### config.mk
export PLATFORM = sky130hd
export DESIGN_NAME = two_level_timer_wheel
export DESIGN_NICKNAME = d
export VERILOG_FILES = /design/src/rtl/tlw_pkg.sv /design/src/rtl/two_level_timer_wheel.sv
export SDC_FILE = /design/constraint.sdc
export NUM_CORES = 1
export LEC_CHECK = 0
export BUFFER_PORTS_ARGS = -buffer_cell sky130_fd_sc_hd__clkbuf_2
export CAP_MARGIN = 15
export CORE_MARGIN = 2
export CORE_UTILIZATION = 55
export DETAILED_ROUTE_END_ITERATION = 10
export PLACE_DENSITY = 0.78
export SYNTH_ARGS = -nofsm -noshare
export SYNTH_HDL_FRONTEND = slang
export SYNTH_SLANG_ARGS = --single-unit
### constraint.sdc
create_clock -name clk -period 7.8 [get_ports clk]
set_clock_uncertainty 0.2 [all_clocks]
set_input_delay 0.39 -clock clk [delete_from_list [all_inputs] [get_ports clk]]
set_output_delay 0.39 -clock clk [all_outputs]
set_load 0.1 [all_outputs]
### src/rtl/tlw_pkg.sv
`default_nettype none
// ----------------------------------------------------------------------------
// tlw_pkg
// Shared widths, constants and the entry record of the two-level timer wheel.
// ----------------------------------------------------------------------------
package tlw_pkg;

  localparam int POOL_ENTRIES = 16;
  localparam int IDX_W        = 4;   // pool entry index
  localparam int CNT_W        = 5;   // scan counter, holds POOL_ENTRIES itself
  localparam int SLOT_W       = 4;   // 16 fine slots, 16 coarse slots
  localparam int DUR_W        = 16;
  localparam int ID_W         = 3;

  localparam int FINE_SLOTS   = 16;
  localparam int COARSE_SLOTS = 16;
  localparam int TICK_MS      = 10;

  // command and result codes
  localparam logic CMD_ARM      = 1'b0;
  localparam logic CMD_TICK     = 1'b1;
  localparam logic KIND_EXPIRED = 1'b0;
  localparam logic KIND_DROPPED = 1'b1;

  // ms to ticks: x / 10 == (x * 52429) >> 19 for every 16-bit x
  localparam logic [DUR_W-1:0] TICK_RECIP = 16'd52429;
  localparam int               RECIP_SHIFT = 19;
  localparam int               PROD_W      = 2 * DUR_W;
  localparam int               TICKS_W     = PROD_W - RECIP_SHIFT;

  // one full turn of the fine wheel in ms (16 slots of 10 ms)
  localparam logic [DUR_W-1:0] TURN_MS = DUR_W'(FINE_SLOTS * TICK_MS);

  typedef struct packed {
    logic              level;     // 1: coarse wheel
    logic [SLOT_W-1:0] slot;
    logic [DUR_W-1:0]  duration;
    logic [ID_W-1:0]   id;
  } entry_t;

endpackage
`default_nettype wire

### src/rtl/two_level_timer_wheel.sv
`default_nettype none
// ----------------------------------------------------------------------------
// two_level_timer_wheel
// Hierarchical timing wheel over a 16-entry pool held in one memory.
// ----------------------------------------------------------------------------
// Command channel: a word (cmd, timer_id, duration_ms) is taken at a clock
// edge with start high and busy low. cmd 0 arms a timer, cmd 1 is one tick.
// Result channel: strobe marks one word on kind, expired_id and last for a
// single cycle; the receiver cannot stall it, so every word must be taken.
// An arm first finds the lowest free entry and forms the tick count, then
// writes the entry. A pool-full arm yields one word with kind 1 and last 1,
// on the port in the same cycle in which busy falls.
// A tick sweeps the entry memory one address per cycle (16 reads) through a
// three-stage read, scale and write-back pipeline, then drains it. Cascade
// and expiry are decided in the same pass. Expiry words come out in
// ascending entry order; each is held one stage so that the final one can
// carry last, which leaves the tail word on the port in the cycle in which
// busy falls.
// Reset clears all entry valid flags and both cursors; memory contents are
// never cleared and are read only behind a valid flag.
// ----------------------------------------------------------------------------
module two_level_timer_wheel
  import tlw_pkg::*;
(
  input  wire logic              clk,
  input  wire logic              rst,
  input  wire logic              start,
  output logic                   busy,
  input  wire logic              cmd,
  input  wire logic [ID_W-1:0]   timer_id,
  input  wire logic [DUR_W-1:0]  duration_ms,
  output logic                   strobe,
  output logic                   kind,
  output logic [ID_W-1:0]        expired_id,
  output logic                   last
);

  localparam logic [1:0] ST_IDLE = 2'd0;
  localparam logic [1:0] ST_ARM  = 2'd1;
  localparam logic [1:0] ST_TICK = 2'd2;

  logic [1:0] state, state_next;

  logic [POOL_ENTRIES-1:0] entry_valid;
  logic [SLOT_W-1:0]       fine_cursor;
  logic [SLOT_W-1:0]       coarse_cursor;

  // entry memory
  entry_t             mem [POOL_ENTRIES];
  entry_t             rd_data;
  logic [IDX_W-1:0]   rd_addr;
  logic               wr_en;
  logic [IDX_W-1:0]   wr_addr;
  entry_t             wr_data;

  // arm registers
  logic [IDX_W-1:0]   arm_idx;
  logic               arm_free;
  logic [ID_W-1:0]    arm_id;
  logic [DUR_W-1:0]   arm_dur;
  logic [PROD_W-1:0]  arm_prod;

  // tick sweep
  logic [CNT_W-1:0]   iss_cnt;
  logic               issue;
  logic               s1_vld;
  logic [IDX_W-1:0]   s1_idx;
  logic               s2_vld;
  logic [IDX_W-1:0]   s2_idx;
  logic               s2_live;
  entry_t             s2_ent;
  logic [PROD_W-1:0]  s2_prod;
  logic               scan_done;

  logic               pend_vld;
  logic [ID_W-1:0]    pend_id;

  // combinational helpers
  logic [IDX_W-1:0]   free_idx;
  logic               free_any;
  logic [TICKS_W-1:0] arm_ticks;
  logic [TICKS_W-1:0] s2_ticks;
  logic               s2_cascade;
  entry_t             s2_new;
  logic               s2_expire;
  logic               accept;

  assign busy   = (state != ST_IDLE);
  assign accept = start && !busy;

  // lowest free entry
  always_comb begin
    free_idx = '0;
    free_any = 1'b0;
    for (int i = POOL_ENTRIES - 1; i >= 0; i--) begin
      if (!entry_valid[i]) begin
        free_idx = IDX_W'(i);
        free_any = 1'b1;
      end
    end
  end

  assign arm_ticks = arm_prod[PROD_W-1:RECIP_SHIFT];
  assign s2_ticks  = s2_prod[PROD_W-1:RECIP_SHIFT];

  assign issue     = (iss_cnt[CNT_W-1] == 1'b0);
  assign rd_addr   = iss_cnt[IDX_W-1:0];
  assign scan_done = !issue && !s1_vld && !s2_vld;

  // cascade then expiry for the entry in the last stage
  always_comb begin
    s2_cascade = s2_live && s2_ent.level && (s2_ent.slot == coarse_cursor) &&
                 (fine_cursor == '0);
    s2_new     = s2_ent;
    if (s2_cascade) begin
      s2_new.level    = 1'b0;
      s2_new.slot     = s2_ticks[SLOT_W-1:0];
      s2_new.duration = s2_ent.duration -
                        DUR_W'({{(DUR_W-TICKS_W+SLOT_W){1'b0}},
                                s2_ticks[TICKS_W-1:SLOT_W]} * TURN_MS);
    end
    s2_expire = s2_vld && s2_live && !s2_new.level && (s2_new.slot == fine_cursor);
  end

  // memory write port
  always_comb begin
    wr_en   = 1'b0;
    wr_addr = arm_idx;
    wr_data = '0;
    wr_data.id       = arm_id;
    wr_data.duration = arm_dur;
    if (arm_ticks[TICKS_W-1:SLOT_W] != '0) begin
      wr_data.level = 1'b1;
      wr_data.slot  = coarse_cursor + arm_ticks[2*SLOT_W-1:SLOT_W];
    end else begin
      wr_data.level = 1'b0;
      wr_data.slot  = fine_cursor + arm_ticks[SLOT_W-1:0];
    end
    unique case (state)
      ST_ARM: begin
        wr_en = arm_free;
      end
      ST_TICK: begin
        wr_en   = s2_vld && s2_cascade && !s2_expire;
        wr_addr = s2_idx;
        wr_data = s2_new;
      end
      default: begin
        wr_en = 1'b0;
      end
    endcase
  end

  always_ff @(posedge clk) begin
    if (wr_en) begin
      mem[wr_addr] <= wr_data;
    end
    rd_data <= mem[rd_addr];
  end

  always_comb begin
    state_next = state;
    unique case (state)
      ST_IDLE: begin
        if (accept) begin
          state_next = (cmd == CMD_ARM) ? ST_ARM : ST_TICK;
        end
      end
      ST_ARM: begin
        state_next = ST_IDLE;
      end
      ST_TICK: begin
        if (scan_done) begin
          state_next = ST_IDLE;
        end
      end
      default: begin
        state_next = ST_IDLE;
      end
    endcase
  end

  // payload registers
  always_ff @(posedge clk) begin
    if (accept) begin
      arm_idx  <= free_idx;
      arm_free <= free_any;
      arm_id   <= timer_id;
      arm_dur  <= duration_ms;
      arm_prod <= duration_ms * TICK_RECIP;
    end
    s1_idx  <= rd_addr;
    s2_idx  <= s1_idx;
    s2_ent  <= rd_data;
    s2_live <= entry_valid[s1_idx];
    s2_prod <= rd_data.duration * TICK_RECIP;
    if (s2_expire) begin
      pend_id <= s2_new.id;
    end
  end

  // control and results
  always_ff @(posedge clk) begin
    if (rst) begin
      state         <= ST_IDLE;
      entry_valid   <= '0;
      fine_cursor   <= '0;
      coarse_cursor <= '0;
      iss_cnt       <= '0;
      s1_vld        <= 1'b0;
      s2_vld        <= 1'b0;
      pend_vld      <= 1'b0;
      strobe        <= 1'b0;
      kind          <= KIND_EXPIRED;
      expired_id    <= '0;
      last          <= 1'b0;
    end else begin
      state  <= state_next;
      strobe <= 1'b0;
      s1_vld <= (state == ST_TICK) && issue;
      s2_vld <= s1_vld;
      if (accept) begin
        iss_cnt <= '0;
      end else if ((state == ST_TICK) && issue) begin
        iss_cnt <= iss_cnt + 1'b1;
      end
      if (state == ST_ARM) begin
        if (arm_free) begin
          entry_valid[arm_idx] <= 1'b1;
        end else begin
          strobe     <= 1'b1;
          kind       <= KIND_DROPPED;
          expired_id <= arm_id;
          last       <= 1'b1;
        end
      end
      if ((state == ST_TICK) && s2_expire) begin
        entry_valid[s2_idx] <= 1'b0;
        pend_vld            <= 1'b1;
        // hand out the word held back, now known not to be the final one
        if (pend_vld) begin
          strobe     <= 1'b1;
          kind       <= KIND_EXPIRED;
          expired_id <= pend_id;
          last       <= 1'b0;
        end
      end
      if ((state == ST_TICK) && scan_done) begin
        fine_cursor <= fine_cursor + 1'b1;
        if (fine_cursor == '0) begin
          coarse_cursor <= coarse_cursor + 1'b1;
        end
        pend_vld <= 1'b0;
        if (pend_vld) begin
          strobe     <= 1'b1;
          kind       <= KIND_EXPIRED;
          expired_id <= pend_id;
          last       <= 1'b1;
        end
      end
    end
  end

  // checks
  a_wr_in_work: assert property (@(posedge clk) disable iff (rst)
    wr_en |-> (state == ST_ARM || state == ST_TICK))
    else $error("entry memory written outside arm or tick");

  a_drop_last: assert property (@(posedge clk) disable iff (rst)
    (strobe && kind == KIND_DROPPED) |-> last)
    else $error("dropped arm word not marked last");

  a_scan_bound: assert property (@(posedge clk) disable iff (rst)
    iss_cnt <= CNT_W'(POOL_ENTRIES))
    else $error("sweep counter beyond pool");

  a_start_busy: assert property (@(posedge clk) disable iff (rst)
    accept |=> busy)
    else $error("accepted word did not raise busy");

  a_cursor_step: assert property (@(posedge clk) disable iff (rst)
    (state == ST_TICK && scan_done) |=>
      fine_cursor == SLOT_W'($past(fine_cursor) + 1'b1))
    else $error("fine cursor did not advance at end of tick");

endmodule
`default_nettype wire

==> results of run 1 <==
[worst max-delay path, cell delays in order]
cell,delay (ps)
sky130_fd_sc_hd__dlygate4sd3_1,550
sky130_fd_sc_hd__clkbuf_2,170
sky130_fd_sc_hd__ha_1,370
sky130_fd_sc_hd__inv_1,100
sky130_fd_sc_hd__fa_1,560
sky130_fd_sc_hd__fa_1,430
sky130_fd_sc_hd__fa_1,510
sky130_fd_sc_hd__fa_1,420
sky130_fd_sc_hd__fa_1,490
sky130_fd_sc_hd__inv_1,50
sky130_fd_sc_hd__ha_1,350
sky130_fd_sc_hd__and4_1,230
sky130_fd_sc_hd__nor2b_1,180
sky130_fd_sc_hd__o2111ai_1,140
sky130_fd_sc_hd__a21oi_1,320
sky130_fd_sc_hd__nor3_1,130
sky130_fd_sc_hd__nor3_1,390
sky130_fd_sc_hd__o32a_1,300
sky130_fd_sc_hd__a21oi_1,120
sky130_fd_sc_hd__xnor2_1,150
[Yosys cell counts, types with 8 or more instances]
cell,n
sky130_fd_sc_hd__a21o_1,18
sky130_fd_sc_hd__nor3_1,20
sky130_fd_sc_hd__or3_1,8
sky130_fd_sc_hd__clkbuf_1,23
sky130_fd_sc_hd__nand2_1,63
sky130_fd_sc_hd__xnor2_1,32
sky130_fd_sc_hd__edfxtp_1,424
sky130_fd_sc_hd__a211oi_1,15
sky130_fd_sc_hd__nor2b_1,13
sky130_fd_sc_hd__mux4_2,125
sky130_fd_sc_hd__mux2_2,11
sky130_fd_sc_hd__fa_1,163
sky130_fd_sc_hd__inv_1,284
sky130_fd_sc_hd__o21ai_0,33
sky130_fd_sc_hd__nor2_1,71
sky130_fd_sc_hd__buf_1,11
sky130_fd_sc_hd__xor2_1,31
sky130_fd_sc_hd__nand4_1,10
sky130_fd_sc_hd__a21oi_1,59
sky130_fd_sc_hd__dfxtp_1,110
sky130_fd_sc_hd__ha_1,298
sky130_fd_sc_hd__nand3_1,23
sky130_fd_sc_hd__a31oi_1,17
[registers in the layout, summed over array words and instances (netlist names), 2 cells and up]
name,cells
s2_idx,4
expired_id,3
state,2
mem,384
arm_id,3
s2_prod,15
entry_valid,16
s2_ent,22
arm_dur,16
fine_cursor,4
s1_idx,4
pend_id,3
arm_idx,4
rd_data,24
iss_cnt,5
coarse_cursor,4
arm_prod,13
[routing by layer]
layer | vias to the layer above | track usage, %
li1 | 7370 | -
met1 | 8530 | 33.9
met2 | 609 | 42.3
met3 | 135 | 5.14
met4 | 2 | 9.77
met5 | - | 0
[stage by stage]
step                util (%)  power [uW]  hold WS (ps)  setup WS (ps)  instance area [um^2]
finish                  61.7        9600          35.2           1560                 32400
global route            61.7       10200          45.1           1280                 32400
CTS                     61.5        9620          17.7           1620                 32300
detailed placement      57.7        6920           115           1610                 30300
global placement        57.7        6840           115           1860                 30300
floorplan                  -        6000           110           2330                 29200
[cell families after synthesis]
| group | count (synthesis) | share of synthesized area (%) |
|---|---|---|
| and+or+nand+nor | 246 | 4.14 |
| muxes | 142 | 10.3 |
| xor gates and xnor gates | 63 | 1.89 |
| adders and majority gates | 461 | 23.9 |
| buffers and inverters | 325 | 4.28 |
| DFF | 534 | 51.1 |
| AOI/OAI and AO/OA | 196 | 4.43 |
[worst max-delay path by stage]
stage,startpoint,end,slack (ps),cells after the start
2_1_floorplan,duration_ms[6],arm_prod[31],2330,19
3_3_place_gp,duration_ms[0],arm_prod[31],1860,21
3_5_place_dp,duration_ms[9],arm_prod[31],1610,19
4_1_cts,duration_ms[9],arm_prod[31],1620,20
5_1_grt,duration_ms[7],arm_prod[31],1280,22
6_report,duration_ms[8],arm_prod[31],1560,20
[layout make-up]
class                   instances  area (um^2)  share of cell area [%]
multi-input cells            1108        13100                    40.4
clock buffers                  65         1440                    4.45
clock inverters                34          385                    1.19
repair buffers                 81          604                    1.87
well taps                     688          861                    2.66
flip-flops and latches        534        14900                    46.1
inverters                     284         1070                    3.29
[power groups by stage]
stage	sequential, uW	combinational, uW	clock, uW
after floorplan	3410	2590	0
after CTS	3410	3530	2690
after global routing	3420	4030	2790
after global placement	3460	3380	0
final	3410	3540	2650
after detailed placement	3460	3460	0
==> metrics.txt, run 1 <==
# TYPE chip_impl_metric gauge
chip_impl_metric{name="power_density",unit="nW/um^2"} 296
chip_impl_metric{name="clk-insertion-delay-late",unit="ps"} 610
chip_impl_metric{name="drt_iter0_drc",unit=""} 1476
chip_impl_info{name="netlist_top_cells_area",value="sky130_fd_sc_hd__edfxtp_1 44%, sky130_fd_sc_hd__ha_1 13%, sky130_fd_sc_hd__fa_1 11%"} 1
chip_impl_metric{name="postSynthAreaPerCell",unit="um^2"} 14.9
chip_impl_metric{name="synth-edff-count",unit=""} 424
chip_impl_metric{name="gpl_congestion",unit=""} 0.941
chip_impl_metric{name="fin_crit_sh",unit="%"} 80.0
chip_impl_metric{name="wl_met3",unit="um"} 4960
chip_impl_metric{name="timing_worst_slew_pin_value",unit="ps"} 1090
chip_impl_metric{name="floorplan.io_pins",unit=""} 30
chip_impl_metric{name="timing.critical_path.fanout_max",unit=""} 6
chip_impl_metric{name="max_clock_freq",unit="MHz"} 160
chip_impl_metric{name="cts_max_path_buffers",unit=""} 3
chip_impl_metric{name="cts-buffers-inserted",unit=""} 53
chip_impl_metric{name="detail_route.wirelength",unit="um"} 67700
chip_impl_info{name="hp-class",value="input port to register"} 1
chip_impl_metric{name="power.ir.vdd_worst",unit="uV"} 226
chip_impl_info{name="min-delay-start",value="duration_ms[15]"} 1
chip_impl_metric{name="diodes",unit=""} 0
chip_impl_metric{name="yosysSeqAreaShare",unit="%"} 51.1
chip_impl_metric{name="grtUsageTotal",unit="%"} 25.7
chip_impl_metric{name="cts_sinks",unit=""} 534
chip_impl_metric{name="initial_utilization",unit="%"} 55.6
chip_impl_metric{name="synth.ff_latch_count",unit=""} 534
chip_impl_info{name="cts_tree",value="built"} 1
chip_impl_metric{name="sum_of_net_half_perimeters_after_detailed_placement",unit="um"} 44400
chip_impl_info{name="setup.worst_path.end_class",value="register"} 1
chip_impl_metric{name="netSwitchingPower",unit="uW"} 3260
chip_impl_metric{name="setup-tns-final",unit="ps"} 0
chip_impl_metric{name="total_leakage_power",unit="uW"} 0.0129
chip_impl_metric{name="reg2reg_slack",unit="ps"} 1910
chip_impl_metric{name="synthArstFlopShare",unit="%"} 0
chip_impl_metric{name="placementRows",unit=""} 84
chip_impl_metric{name="total_number_of_yosys_warnings",unit=""} 0
chip_impl_metric{name="place_inst",unit=""} 2670
chip_impl_metric{name="netlist-cell-type-count",unit=""} 70
chip_impl_info{name="clk_root_buffer_cell",value="sky130_fd_sc_hd__clkbuf_16"} 1
chip_impl_info{name="synth_top_area_cell",value="sky130_fd_sc_hd__edfxtp_1"} 1
chip_impl_metric{name="firstDrtPassIters",unit=""} 5
chip_impl_metric{name="postSynthCellCount",unit=""} 1967
chip_impl_metric{name="synthesis.nets",unit=""} 2451
chip_impl_metric{name="core-area",unit="um^2"} 52600
chip_impl_metric{name="finalHoldViolations",unit=""} 0
chip_impl_metric{name="worstHoldPathCells",unit=""} 1
chip_impl_info{name="worstReg2RegEnd",value="s2_prod[31]"} 1
chip_impl_metric{name="wl_per_cell",unit="um"} 24.2
chip_impl_metric{name="critical_path_arrival",unit="ps"} 6370
chip_impl_metric{name="slew_headroom",unit="%"} 27.5
chip_impl_metric{name="drc",unit=""} 0
chip_impl_metric{name="routed_via_density",unit=""} 5.96
chip_impl_metric{name="clk_transition_reported_paths",unit="ps"} 60
chip_impl_metric{name="p_clk_share",unit="%"} 27.6
chip_impl_metric{name="port_buffers",unit=""} 29
chip_impl_metric{name="postCtsSetupRepairBufs",unit=""} 0
chip_impl_metric{name="worstRegToRegCells",unit=""} 19
chip_impl_metric{name="die-width",unit="um"} 235
chip_impl_metric{name="postRouteAntennaNets",unit=""} 0
chip_impl_info{name="status",value="finished clean"} 1
chip_impl_metric{name="grt_antenna_before_repair",unit=""} 2
chip_impl_metric{name="finalNetCount",unit=""} 2546
chip_impl_metric{name="yosys.area.top_type_share",unit="%"} 43.6
chip_impl_metric{name="first_global_vias",unit=""} 17781
chip_impl_metric{name="timing.final.setup_violations",unit=""} 0
chip_impl_metric{name="fillers",unit=""} 3764
chip_impl_metric{name="max-cap-violations",unit=""} 0
chip_impl_metric{name="layout.cells.non_filler",unit=""} 2794
chip_impl_metric{name="die_h",unit="um"} 235
chip_impl_info{name="layout_commonest_cell",value="sky130_fd_sc_hd__edfxtp_1"} 1
chip_impl_info{name="timing_worst_setup_path_type",value="input port to register"} 1
chip_impl_info{name="element_type_at_the_critical_path_start",value="input port"} 1
chip_impl_metric{name="cell_internal_pwr",unit="uW"} 6340
chip_impl_metric{name="post_route_cells_drive_above_1_share",unit="%"} 15.6
chip_impl_metric{name="met2_length",unit="um"} 33400
chip_impl_metric{name="design.die.area",unit="um^2"} 55000
chip_impl_info{name="most_frequent_cells_in_the_layout",value="424 x sky130_fd_sc_hd__edfxtp_1, 297 x sky130_fd_sc_hd__ha_1, 284 x sky130_fd_sc_hd__inv_1"} 1
chip_impl_metric{name="area_overhead_of_the_layout_relative_to_synthesis",unit="%"} 10.8
chip_impl_metric{name="slew_viol_final",unit=""} 0
chip_impl_metric{name="cts_hold_buf",unit=""} 20
chip_impl_metric{name="syn_area",unit="um^2"} 29200
chip_impl_info{name="grt_setup_unrepaired",value="false"} 1
chip_impl_metric{name="routedLengthMet1",unit="um"} 26800
chip_impl_info{name="highest-signal-layer",value="met5"} 1
chip_impl_metric{name="grt.overflow.total",unit=""} 0
chip_impl_metric{name="finalCriticalPeriod",unit="ps"} 6240
chip_impl_metric{name="grt_max_degree",unit=""} 70
chip_impl_metric{name="grt_first_pass_wirelength",unit="um"} 104000
chip_impl_metric{name="vias",unit=""} 16646
chip_impl_info{name="worst_r2r_startpoint",value="rd_data[8]"} 1
chip_impl_metric{name="switching_share",unit="%"} 34.0
chip_impl_metric{name="share_comb_of_total_power",unit="%"} 36.9
chip_impl_metric{name="cts-resized-gates",unit=""} 0
chip_impl_metric{name="share_seq_of_total_power",unit="%"} 35.5
chip_impl_info{name="ys_dominant_reg_cell",value="sky130_fd_sc_hd__edfxtp_1"} 1
chip_impl_info{name="hold_end",value="arm_dur[15]"} 1
chip_impl_metric{name="crit_required",unit="ps"} 7930
chip_impl_metric{name="h-tree-depth",unit=""} 2
(Power assumes the default switching activity.)
==> inputs of run 2 (changes only) <==
--- a/config.mk
+++ b/config.mk
@@ -5,6 +5,7 @@
 export SDC_FILE = /design/constraint.sdc
 export NUM_CORES = 1
 export LEC_CHECK = 0
+export ABC_AREA = 1
 export BUFFER_PORTS_ARGS = -buffer_cell sky130_fd_sc_hd__clkbuf_2
 export CAP_MARGIN = 15
 export CORE_MARGIN = 2
==> constraint.sdc (replaced) <==
create_clock -name clk -period 6.2 [get_ports clk]
set_clock_uncertainty 0.2 [all_clocks]
set_input_delay 0.31 -clock clk [delete_from_list [all_inputs] [get_ports clk]]
set_output_delay 0.31 -clock clk [all_outputs]
set_load 0.1 [all_outputs]
==> run 2 against run 1 <==
- wire length is 16% higher
- sequential power is 27% higher
- worst setup slack worse by 820 ps
- power is 60% higher
- area after synthesis is 6.2% higher
- clock power is 28% higher
- sequential share of layout area is 2.4 points lower
- worst hold slack better by 100 ps
- via count is 30% higher
- cell area is 5.4% higher
- critical path depth is 1 higher
- non-clock buffer count is 10 lower
- largest cell class unchanged
==> metrics.txt, run 2 <==
# TYPE chip_impl_metric gauge
chip_impl_metric{name="synth-edff-count",unit=""} 424
chip_impl_metric{name="worstRegToRegCells",unit=""} 21
chip_impl_metric{name="grtUsageTotal",unit="%"} 26.8
chip_impl_info{name="grt_setup_unrepaired",value="false"} 1
chip_impl_info{name="crit_path_cell_trace",value="inv_1 -> ha_1 -> inv_1 -> ha_1 -> fa_1 -> fa_1 -> fa_1 -> inv_1 -> fa_1 -> inv_1 -> ha_1 -> nand2_1 -> inv_1 -> nand2_1 -> nor3_1 -> nand4_1 -> nand3_1 -> a21oi_1 -> o21ai_0 -> nand2_1 -> nand2_1"} 1
chip_impl_metric{name="finalCriticalPeriod",unit="ps"} 5460
chip_impl_metric{name="setup-tns-final",unit="ps"} 0
chip_impl_metric{name="cell_internal_pwr",unit="uW"} 8940
chip_impl_metric{name="critPathMaxStageDelay",unit="ps"} 540
chip_impl_info{name="cts_tree",value="built"} 1
chip_impl_metric{name="timing.final.setup_violations",unit=""} 0
chip_impl_metric{name="cts-resized-gates",unit=""} 0
chip_impl_metric{name="finalNetCount",unit=""} 3408
chip_impl_metric{name="gpl_congestion",unit=""} 0.952
chip_impl_metric{name="grt_antenna_before_repair",unit=""} 4
chip_impl_metric{name="core-area",unit="um^2"} 56100
chip_impl_info{name="post_synth_most_frequent_cells",value="424 x sky130_fd_sc_hd__edfxtp_1, 394 x sky130_fd_sc_hd__inv_1, 343 x sky130_fd_sc_hd__nand2_1, 329 x sky130_fd_sc_hd__nor2_1, 298 x sky130_fd_sc_hd__ha_1"} 1
chip_impl_metric{name="clk_transition_reported_paths",unit="ps"} 70
chip_impl_metric{name="netSwitchingPower",unit="uW"} 6390
chip_impl_metric{name="design.die.area",unit="um^2"} 58400
chip_impl_info{name="netlist_top_cells_area",value="sky130_fd_sc_hd__edfxtp_1 41%, sky130_fd_sc_hd__ha_1 12%, sky130_fd_sc_hd__fa_1 11%"} 1
chip_impl_metric{name="critical_path_arrival",unit="ps"} 5810
chip_impl_info{name="most_frequent_cells_in_the_layout",value="424 x sky130_fd_sc_hd__edfxtp_1, 394 x sky130_fd_sc_hd__inv_1, 343 x sky130_fd_sc_hd__nand2_1"} 1
chip_impl_metric{name="cts-buffers-inserted",unit=""} 54
chip_impl_metric{name="synth.ff_latch_count",unit=""} 534
chip_impl_info{name="worstReg2RegEnd",value="s2_prod[27]"} 1
chip_impl_metric{name="floorplan.io_pins",unit=""} 30
chip_impl_metric{name="cts_hold_buf",unit=""} 24
chip_impl_metric{name="die-width",unit="um"} 242
chip_impl_metric{name="switching_share",unit="%"} 41.7
chip_impl_metric{name="sum_of_net_half_perimeters_after_detailed_placement",unit="um"} 53800
chip_impl_info{name="synth_top_area_cell",value="sky130_fd_sc_hd__edfxtp_1"} 1
chip_impl_info{name="status",value="finished clean"} 1
chip_impl_metric{name="grt_max_degree",unit=""} 194
chip_impl_metric{name="total_leakage_power",unit="uW"} 0.0141
chip_impl_info{name="crit_path_top_delay_cell",value="sky130_fd_sc_hd__dfxtp_1"} 1
chip_impl_metric{name="drc",unit=""} 0
chip_impl_metric{name="postSynthCellCount",unit=""} 2879
chip_impl_metric{name="cts_sinks",unit=""} 534
chip_impl_metric{name="slew_headroom",unit="%"} 23.3
chip_impl_metric{name="power.ir.vdd_worst",unit="uV"} 360
chip_impl_metric{name="postCtsSetupRepairBufs",unit=""} 0
chip_impl_metric{name="p_clk_share",unit="%"} 22.1
chip_impl_info{name="hp-class",value="register to register"} 1
chip_impl_metric{name="max-cap-violations",unit=""} 0
chip_impl_metric{name="placementRows",unit=""} 87
chip_impl_metric{name="total_number_of_yosys_warnings",unit=""} 0
chip_impl_metric{name="routed_via_density",unit=""} 5.81
chip_impl_metric{name="grt_first_pass_wirelength",unit="um"} 122000
chip_impl_metric{name="post_route_cells_drive_above_1_share",unit="%"} 5.86
chip_impl_info{name="hold_end",value="s2_ent[20]"} 1
chip_impl_metric{name="wl_per_cell",unit="um"} 21.0
chip_impl_info{name="largest-register",value="mem"} 1
chip_impl_info{name="ys_dominant_reg_cell",value="sky130_fd_sc_hd__edfxtp_1"} 1
chip_impl_metric{name="share_seq_of_total_power",unit="%"} 28.3
chip_impl_info{name="biggestRegsByFlops",value="mem: 384 flops, rd_data: 24 flops, s2_ent: 22 flops"} 1
chip_impl_info{name="min-delay-start",value="rd_data[20]"} 1
chip_impl_info{name="timing_worst_setup_path_type",value="register to register"} 1
chip_impl_metric{name="flip_flop_count_of_the_largest_register_all_copies_and_words_added",unit=""} 384
chip_impl_info{name="yosysMostFrequentCell",value="sky130_fd_sc_hd__edfxtp_1"} 1
chip_impl_metric{name="worstHoldPathCells",unit=""} 0
chip_impl_info{name="layout_commonest_cell",value="sky130_fd_sc_hd__edfxtp_1"} 1
chip_impl_metric{name="max_clock_freq",unit="MHz"} 183
chip_impl_metric{name="reg2reg_slack",unit="ps"} 740
chip_impl_metric{name="syn_area",unit="um^2"} 31000
chip_impl_info{name="element_type_at_the_critical_path_start",value="register"} 1
chip_impl_metric{name="cts_max_path_buffers",unit=""} 3
chip_impl_metric{name="synthArstFlopShare",unit="%"} 0
chip_impl_metric{name="vias",unit=""} 21642
chip_impl_info{name="worst_path_most_repeated_cell",value="sky130_fd_sc_hd__inv_1"} 1
chip_impl_metric{name="crit_required",unit="ps"} 6550
chip_impl_metric{name="firstDrtPassIters",unit=""} 6
chip_impl_metric{name="netlist-cell-type-count",unit=""} 49
chip_impl_metric{name="area_overhead_of_the_layout_relative_to_synthesis",unit="%"} 9.98
chip_impl_metric{name="fin_crit_sh",unit="%"} 88.0
chip_impl_info{name="worst_r2r_startpoint",value="rd_data[17]"} 1
chip_impl_metric{name="drt_iter0_drc",unit=""} 2133
chip_impl_metric{name="detail_route.wirelength",unit="um"} 78300
chip_impl_metric{name="yosys.area.top_type_share",unit="%"} 41.0
chip_impl_metric{name="share_comb_of_total_power",unit="%"} 49.6
chip_impl_info{name="setup.worst_path.end_class",value="register"} 1
chip_impl_info{name="clk_root_buffer_cell",value="sky130_fd_sc_hd__clkbuf_16"} 1
chip_impl_metric{name="first_global_vias",unit=""} 22008
chip_impl_metric{name="slew_viol_final",unit=""} 0
chip_impl_metric{name="timing_worst_slew_pin_value",unit="ps"} 1150
chip_impl_metric{name="synthesis.nets",unit=""} 3363
chip_impl_metric{name="h-tree-depth",unit=""} 2
chip_impl_metric{name="yosysSeqAreaShare",unit="%"} 48.1
chip_impl_metric{name="die_h",unit="um"} 242
chip_impl_metric{name="initial_utilization",unit="%"} 55.4
chip_impl_metric{name="post-route-util",unit="%"} 60.9
chip_impl_metric{name="grt.overflow.total",unit=""} 0
chip_impl_metric{name="postSynthAreaPerCell",unit="um^2"} 10.8
chip_impl_metric{name="clk-insertion-delay-late",unit="ps"} 620
chip_impl_metric{name="timing.critical_path.fanout_max",unit=""} 7
chip_impl_metric{name="power_density",unit="nW/um^2"} 449
chip_impl_metric{name="postRouteAntennaNets",unit=""} 0
chip_impl_metric{name="port_buffers",unit=""} 29
chip_impl_metric{name="finalHoldViolations",unit=""} 0
chip_impl_metric{name="fillers",unit=""} 4415
## run 2: critical path: cells and delay by family, from the launching register on
kind / cells / cell delay, ps
simple gates: 7 / 920
compound gates: 2 / 320
fa+ha+maj: 7 / 2910
flops: 1 / 540
buf+inv: 5 / 490
## run 2: how the worst max path moves through the flow
stage | from | endpoint | slack [ps] | cells past startpoint
2_1_floorplan | duration_ms[8] | arm_prod[30] | 1370 | 16
3_3_place_gp | rd_data[17] | s2_prod[27] | 820 | 20
3_5_place_dp | duration_ms[9] | arm_prod[30] | 790 | 17
4_1_cts | rd_data[17] | s2_prod[27] | 740 | 21
5_1_grt | rd_data[17] | s2_prod[27] | 420 | 21
6_report | rd_data[17] | s2_prod[27] | 740 | 21
## run 2: stage by stage
stage	cell area (um^2)	cells	hold slack, ps	power, uW	setup WS (ps)
after detailed placement	32000	3597	115	11900	787
after floorplan	31000	2879	110	9950	1370
after global placement	32000	3597	116	11700	824
after global routing	34100	3727	143	16500	416
final	34100	3727	136	15300	741
after CTS	34100	3723	139	15300	738
## run 2: routing by layer
metal,wire (um),global-route usage (%)
met2,37000,44.3
met5,21,0
met3,5660,3.83
met4,2510,9.54
met1,33100,36.2
## run 2: cell type report
cell class	count	area [um^2]	area share, %
timing repair buffer	71	533	1.56
inverter	403	1520	4.45
antenna	1	2.50	0.00733
multi-input combinational	1860	14300	42.0
clock inverter	36	410	1.20
clock buffer	66	1450	4.24
tap	756	946	2.77
sequential	534	14900	43.8
## run 2: kinds of logic (layout without fill, tap and decap cells)
group	count (synthesis)	in the layout	synth area share [%]
multiplexers	43	43	1.39
XOR/XNOR	49	49	1.38
adder cells (fa/ha/maj)	461	461	22.5
other	0	1	0
AO/OA/AOI/OAI	466	466	9.38
buffers and inverters	485	576	5.99
AND/OR/NAND/NOR	841	841	11.2
flip-flops	534	534	48.1
## run 2: power by group through the flow
stage	logic (uW)	clock network (uW)	registers, uW
floorplan	5610	0	4340
global placement	7310	0	4420
detailed placement	7440	0	4420
CTS	7520	3400	4340
global route	8660	3540	4350
finish	7600	3390	4340
==> inputs of run 3 (changes only) <==
--- a/config.mk
+++ b/config.mk
@@ -5,7 +5,6 @@
 export SDC_FILE = /design/constraint.sdc
 export NUM_CORES = 1
 export LEC_CHECK = 0
-export ABC_AREA = 1
 export BUFFER_PORTS_ARGS = -buffer_cell sky130_fd_sc_hd__clkbuf_2
 export CAP_MARGIN = 15
 export CORE_MARGIN = 2
==> run 3 against run 2 <==
- combinational power decreased by 42%
- via count decreased by 23%
- largest cell class unchanged
- sequential share of layout area increased by 2.3 points
- flip-flop and latch count unchanged
==> metrics.txt, run 3 (same netlist as run 1, synthesis figures left out) <==
# TYPE chip_impl_metric gauge
chip_impl_metric{name="postRouteAntennaNets",unit=""} 0
chip_impl_metric{name="die-width",unit="um"} 235
chip_impl_info{name="setup.worst_path.end_class",value="register"} 1
chip_impl_metric{name="die_h",unit="um"} 235
chip_impl_metric{name="power_density",unit="nW/um^2"} 369
chip_impl_metric{name="slew_headroom",unit="%"} 23.1
chip_impl_info{name="status",value="finished clean"} 1
chip_impl_metric{name="grtUsageTotal",unit="%"} 25.7
chip_impl_metric{name="fin_crit_sh",unit="%"} 95.8
chip_impl_metric{name="first_global_vias",unit=""} 17513
chip_impl_metric{name="total_leakage_power",unit="uW"} 0.0129
chip_impl_info{name="most_frequent_cells_in_the_layout",value="424 x sky130_fd_sc_hd__edfxtp_1, 297 x sky130_fd_sc_hd__ha_1, 284 x sky130_fd_sc_hd__inv_1"} 1
chip_impl_metric{name="grt.overflow.total",unit=""} 0
chip_impl_info{name="element_type_at_the_critical_path_start",value="input port"} 1
chip_impl_metric{name="flip_flop_count_of_the_largest_register_all_copies_and_words_added",unit=""} 384
chip_impl_metric{name="finalHoldViolations",unit=""} 0
chip_impl_info{name="hp-class",value="register to register"} 1
chip_impl_metric{name="firstDrtPassIters",unit=""} 5
chip_impl_metric{name="drc",unit=""} 0
chip_impl_metric{name="sum_of_net_half_perimeters_after_detailed_placement",unit="um"} 45000
chip_impl_metric{name="grt_first_pass_wirelength",unit="um"} 104000
chip_impl_metric{name="timing.final.setup_violations",unit=""} 0
chip_impl_metric{name="postCtsSetupRepairBufs",unit=""} 0
chip_impl_metric{name="clk-insertion-delay-late",unit="ps"} 620
chip_impl_metric{name="worstHoldPathCells",unit=""} 0
chip_impl_metric{name="timing.critical_path.fanout_max",unit=""} 6
chip_impl_metric{name="grt_antenna_before_repair",unit=""} 0
chip_impl_metric{name="drt_iter0_drc",unit=""} 1326
chip_impl_metric{name="finalNetCount",unit=""} 2557
chip_impl_metric{name="core-area",unit="um^2"} 52600
chip_impl_metric{name="finalCriticalPeriod",unit="ps"} 5940
chip_impl_metric{name="cts_sinks",unit=""} 534
chip_impl_metric{name="max_clock_freq",unit="MHz"} 168
chip_impl_metric{name="power.ir.vdd_worst",unit="uV"} 248
chip_impl_info{name="biggestRegsByFlops",value="mem: 384 flops, rd_data: 24 flops, s2_ent: 22 flops"} 1
chip_impl_metric{name="slew_viol_final",unit=""} 0
chip_impl_metric{name="wl_per_cell",unit="um"} 24.2
chip_impl_info{name="timing_worst_setup_path_type",value="input port to register"} 1
chip_impl_metric{name="gpl_congestion",unit=""} 0.964
chip_impl_metric{name="grt_max_degree",unit=""} 66
chip_impl_metric{name="floorplan.io_pins",unit=""} 30
chip_impl_metric{name="detail_route.wirelength",unit="um"} 68000
chip_impl_metric{name="area_overhead_of_the_layout_relative_to_synthesis",unit="%"} 10.9
chip_impl_info{name="grt_setup_unrepaired",value="false"} 1
chip_impl_metric{name="routed_via_density",unit=""} 5.93
chip_impl_info{name="clk_root_buffer_cell",value="sky130_fd_sc_hd__clkbuf_16"} 1
chip_impl_metric{name="cts-buffers-inserted",unit=""} 52
chip_impl_metric{name="design.die.area",unit="um^2"} 55000
chip_impl_metric{name="timing_worst_slew_pin_value",unit="ps"} 1150
chip_impl_info{name="largest-register",value="mem"} 1
chip_impl_metric{name="max-cap-violations",unit=""} 0
chip_impl_metric{name="critical_path_arrival",unit="ps"} 6080
chip_impl_metric{name="worstRegToRegCells",unit=""} 19
chip_impl_metric{name="initial_utilization",unit="%"} 55.6
chip_impl_metric{name="cts_max_path_buffers",unit=""} 3
chip_impl_metric{name="diodes",unit=""} 0
chip_impl_metric{name="h-tree-depth",unit=""} 2
chip_impl_info{name="layout_commonest_cell",value="sky130_fd_sc_hd__edfxtp_1"} 1
chip_impl_metric{name="clk_transition_reported_paths",unit="ps"} 70
chip_impl_metric{name="post-route-util",unit="%"} 61.7
chip_impl_metric{name="placementRows",unit=""} 84
chip_impl_metric{name="crit_required",unit="ps"} 6340
chip_impl_metric{name="setup-tns-final",unit="ps"} 0
chip_impl_metric{name="port_buffers",unit=""} 29
chip_impl_metric{name="vias",unit=""} 16624
chip_impl_info{name="cts_tree",value="built"} 1
chip_impl_metric{name="post_route_cells_drive_above_1_share",unit="%"} 15.8
[run 3: cell count changes in the layout (fill, tap and decap cells not counted), sizes merged, moves of 41 or more]
cell    change
nand3      -72
inv       -124
o21ai     -141
nand2     -282
a21oi      -41
o32ai      -55
mux4      +125
o221ai     -46
nor2      -271
[run 3: path summary, 6_finish.rpt]
| kind | from | to | slack, ps |
|---|---|---|---|
| setup / recovery | duration_ms[7] | arm_prod[31] | 260 |
| hold / removal | rd_data[20] | s2_ent[20] | 130 |
| setup reg to reg | rd_data[7] | s2_prod[31] | 350 |
| hold reg to reg | rd_data[20] | s2_ent[20] | 130 |
[run 3: cell type report]
class	count	area [um^2]
timing repair buffer	93	687
multi-input combinational	1108	13100
clock buffer	65	1400
tap	688	861
clock inverter	32	354
inverter	284	1070
fill	3826	20100
sequential	534	14900
[run 3: repair_timing]
item                                    in CTS  in global routing
endpoints found under the setup margin       0                  1
gates resized for setup                      0                  1
endpoints found under the hold margin       21                  0
hold buffers                                22                  0
[run 3: power by group]
group          internal [uW]  switching (uW)
logic                   1880            2560
clock network           1830            1400
registers               4180             108
[run 3: per-stage QoR]
| stage | hold WS [ps] | cell area, um^2 | cells | setup slack, ps | power, uW |
|---|---|---|---|---|---|
| after floorplan | 110 | 29200 | 1967 | 810 | 7550 |
| after global placement | 112 | 30400 | 2682 | 333 | 8540 |
| after detailed placement | 115 | 30400 | 2682 | 234 | 8690 |
| after CTS | 128 | 32400 | 2801 | 285 | 12000 |
| after global routing | 137 | 32400 | 2804 | 15.2 | 12800 |
| final | 130 | 32400 | 2804 | 262 | 12000 |
[run 3: layer usage]
| layer | track usage (%) | share of wire (%) | vias up |
|---|---|---|---|
| li1 | - | - | 7377 |
| met1 | 34.5 | 40 | 8499 |
| met2 | 43.0 | 50 | 626 |
| met3 | 5.03 | 7.5 | 122 |
| met4 | 7.23 | 2.8 | 0 |
| met5 | 0 | 0 | - |
[run 3: critical path, cell delays in order]
cell and delay, ps:
sky130_fd_sc_hd__dlygate4sd3_1 540, sky130_fd_sc_hd__clkbuf_2 180, sky130_fd_sc_hd__ha_1 360, sky130_fd_sc_hd__inv_1 110
sky130_fd_sc_hd__fa_1 540, sky130_fd_sc_hd__inv_1 50, sky130_fd_sc_hd__fa_1 390, sky130_fd_sc_hd__fa_1 410
sky130_fd_sc_hd__inv_1 90, sky130_fd_sc_hd__fa_1 450, sky130_fd_sc_hd__fa_1 500, sky130_fd_sc_hd__inv_1 40
sky130_fd_sc_hd__ha_1 340, sky130_fd_sc_hd__a21oi_1 170, sky130_fd_sc_hd__nand2_1 100, sky130_fd_sc_hd__a221oi_2 240
sky130_fd_sc_hd__a21oi_1 150, sky130_fd_sc_hd__nor3_1 320, sky130_fd_sc_hd__nor3_2 110, sky130_fd_sc_hd__o32a_1 380
sky130_fd_sc_hd__a21oi_1 190, sky130_fd_sc_hd__xnor2_1 90
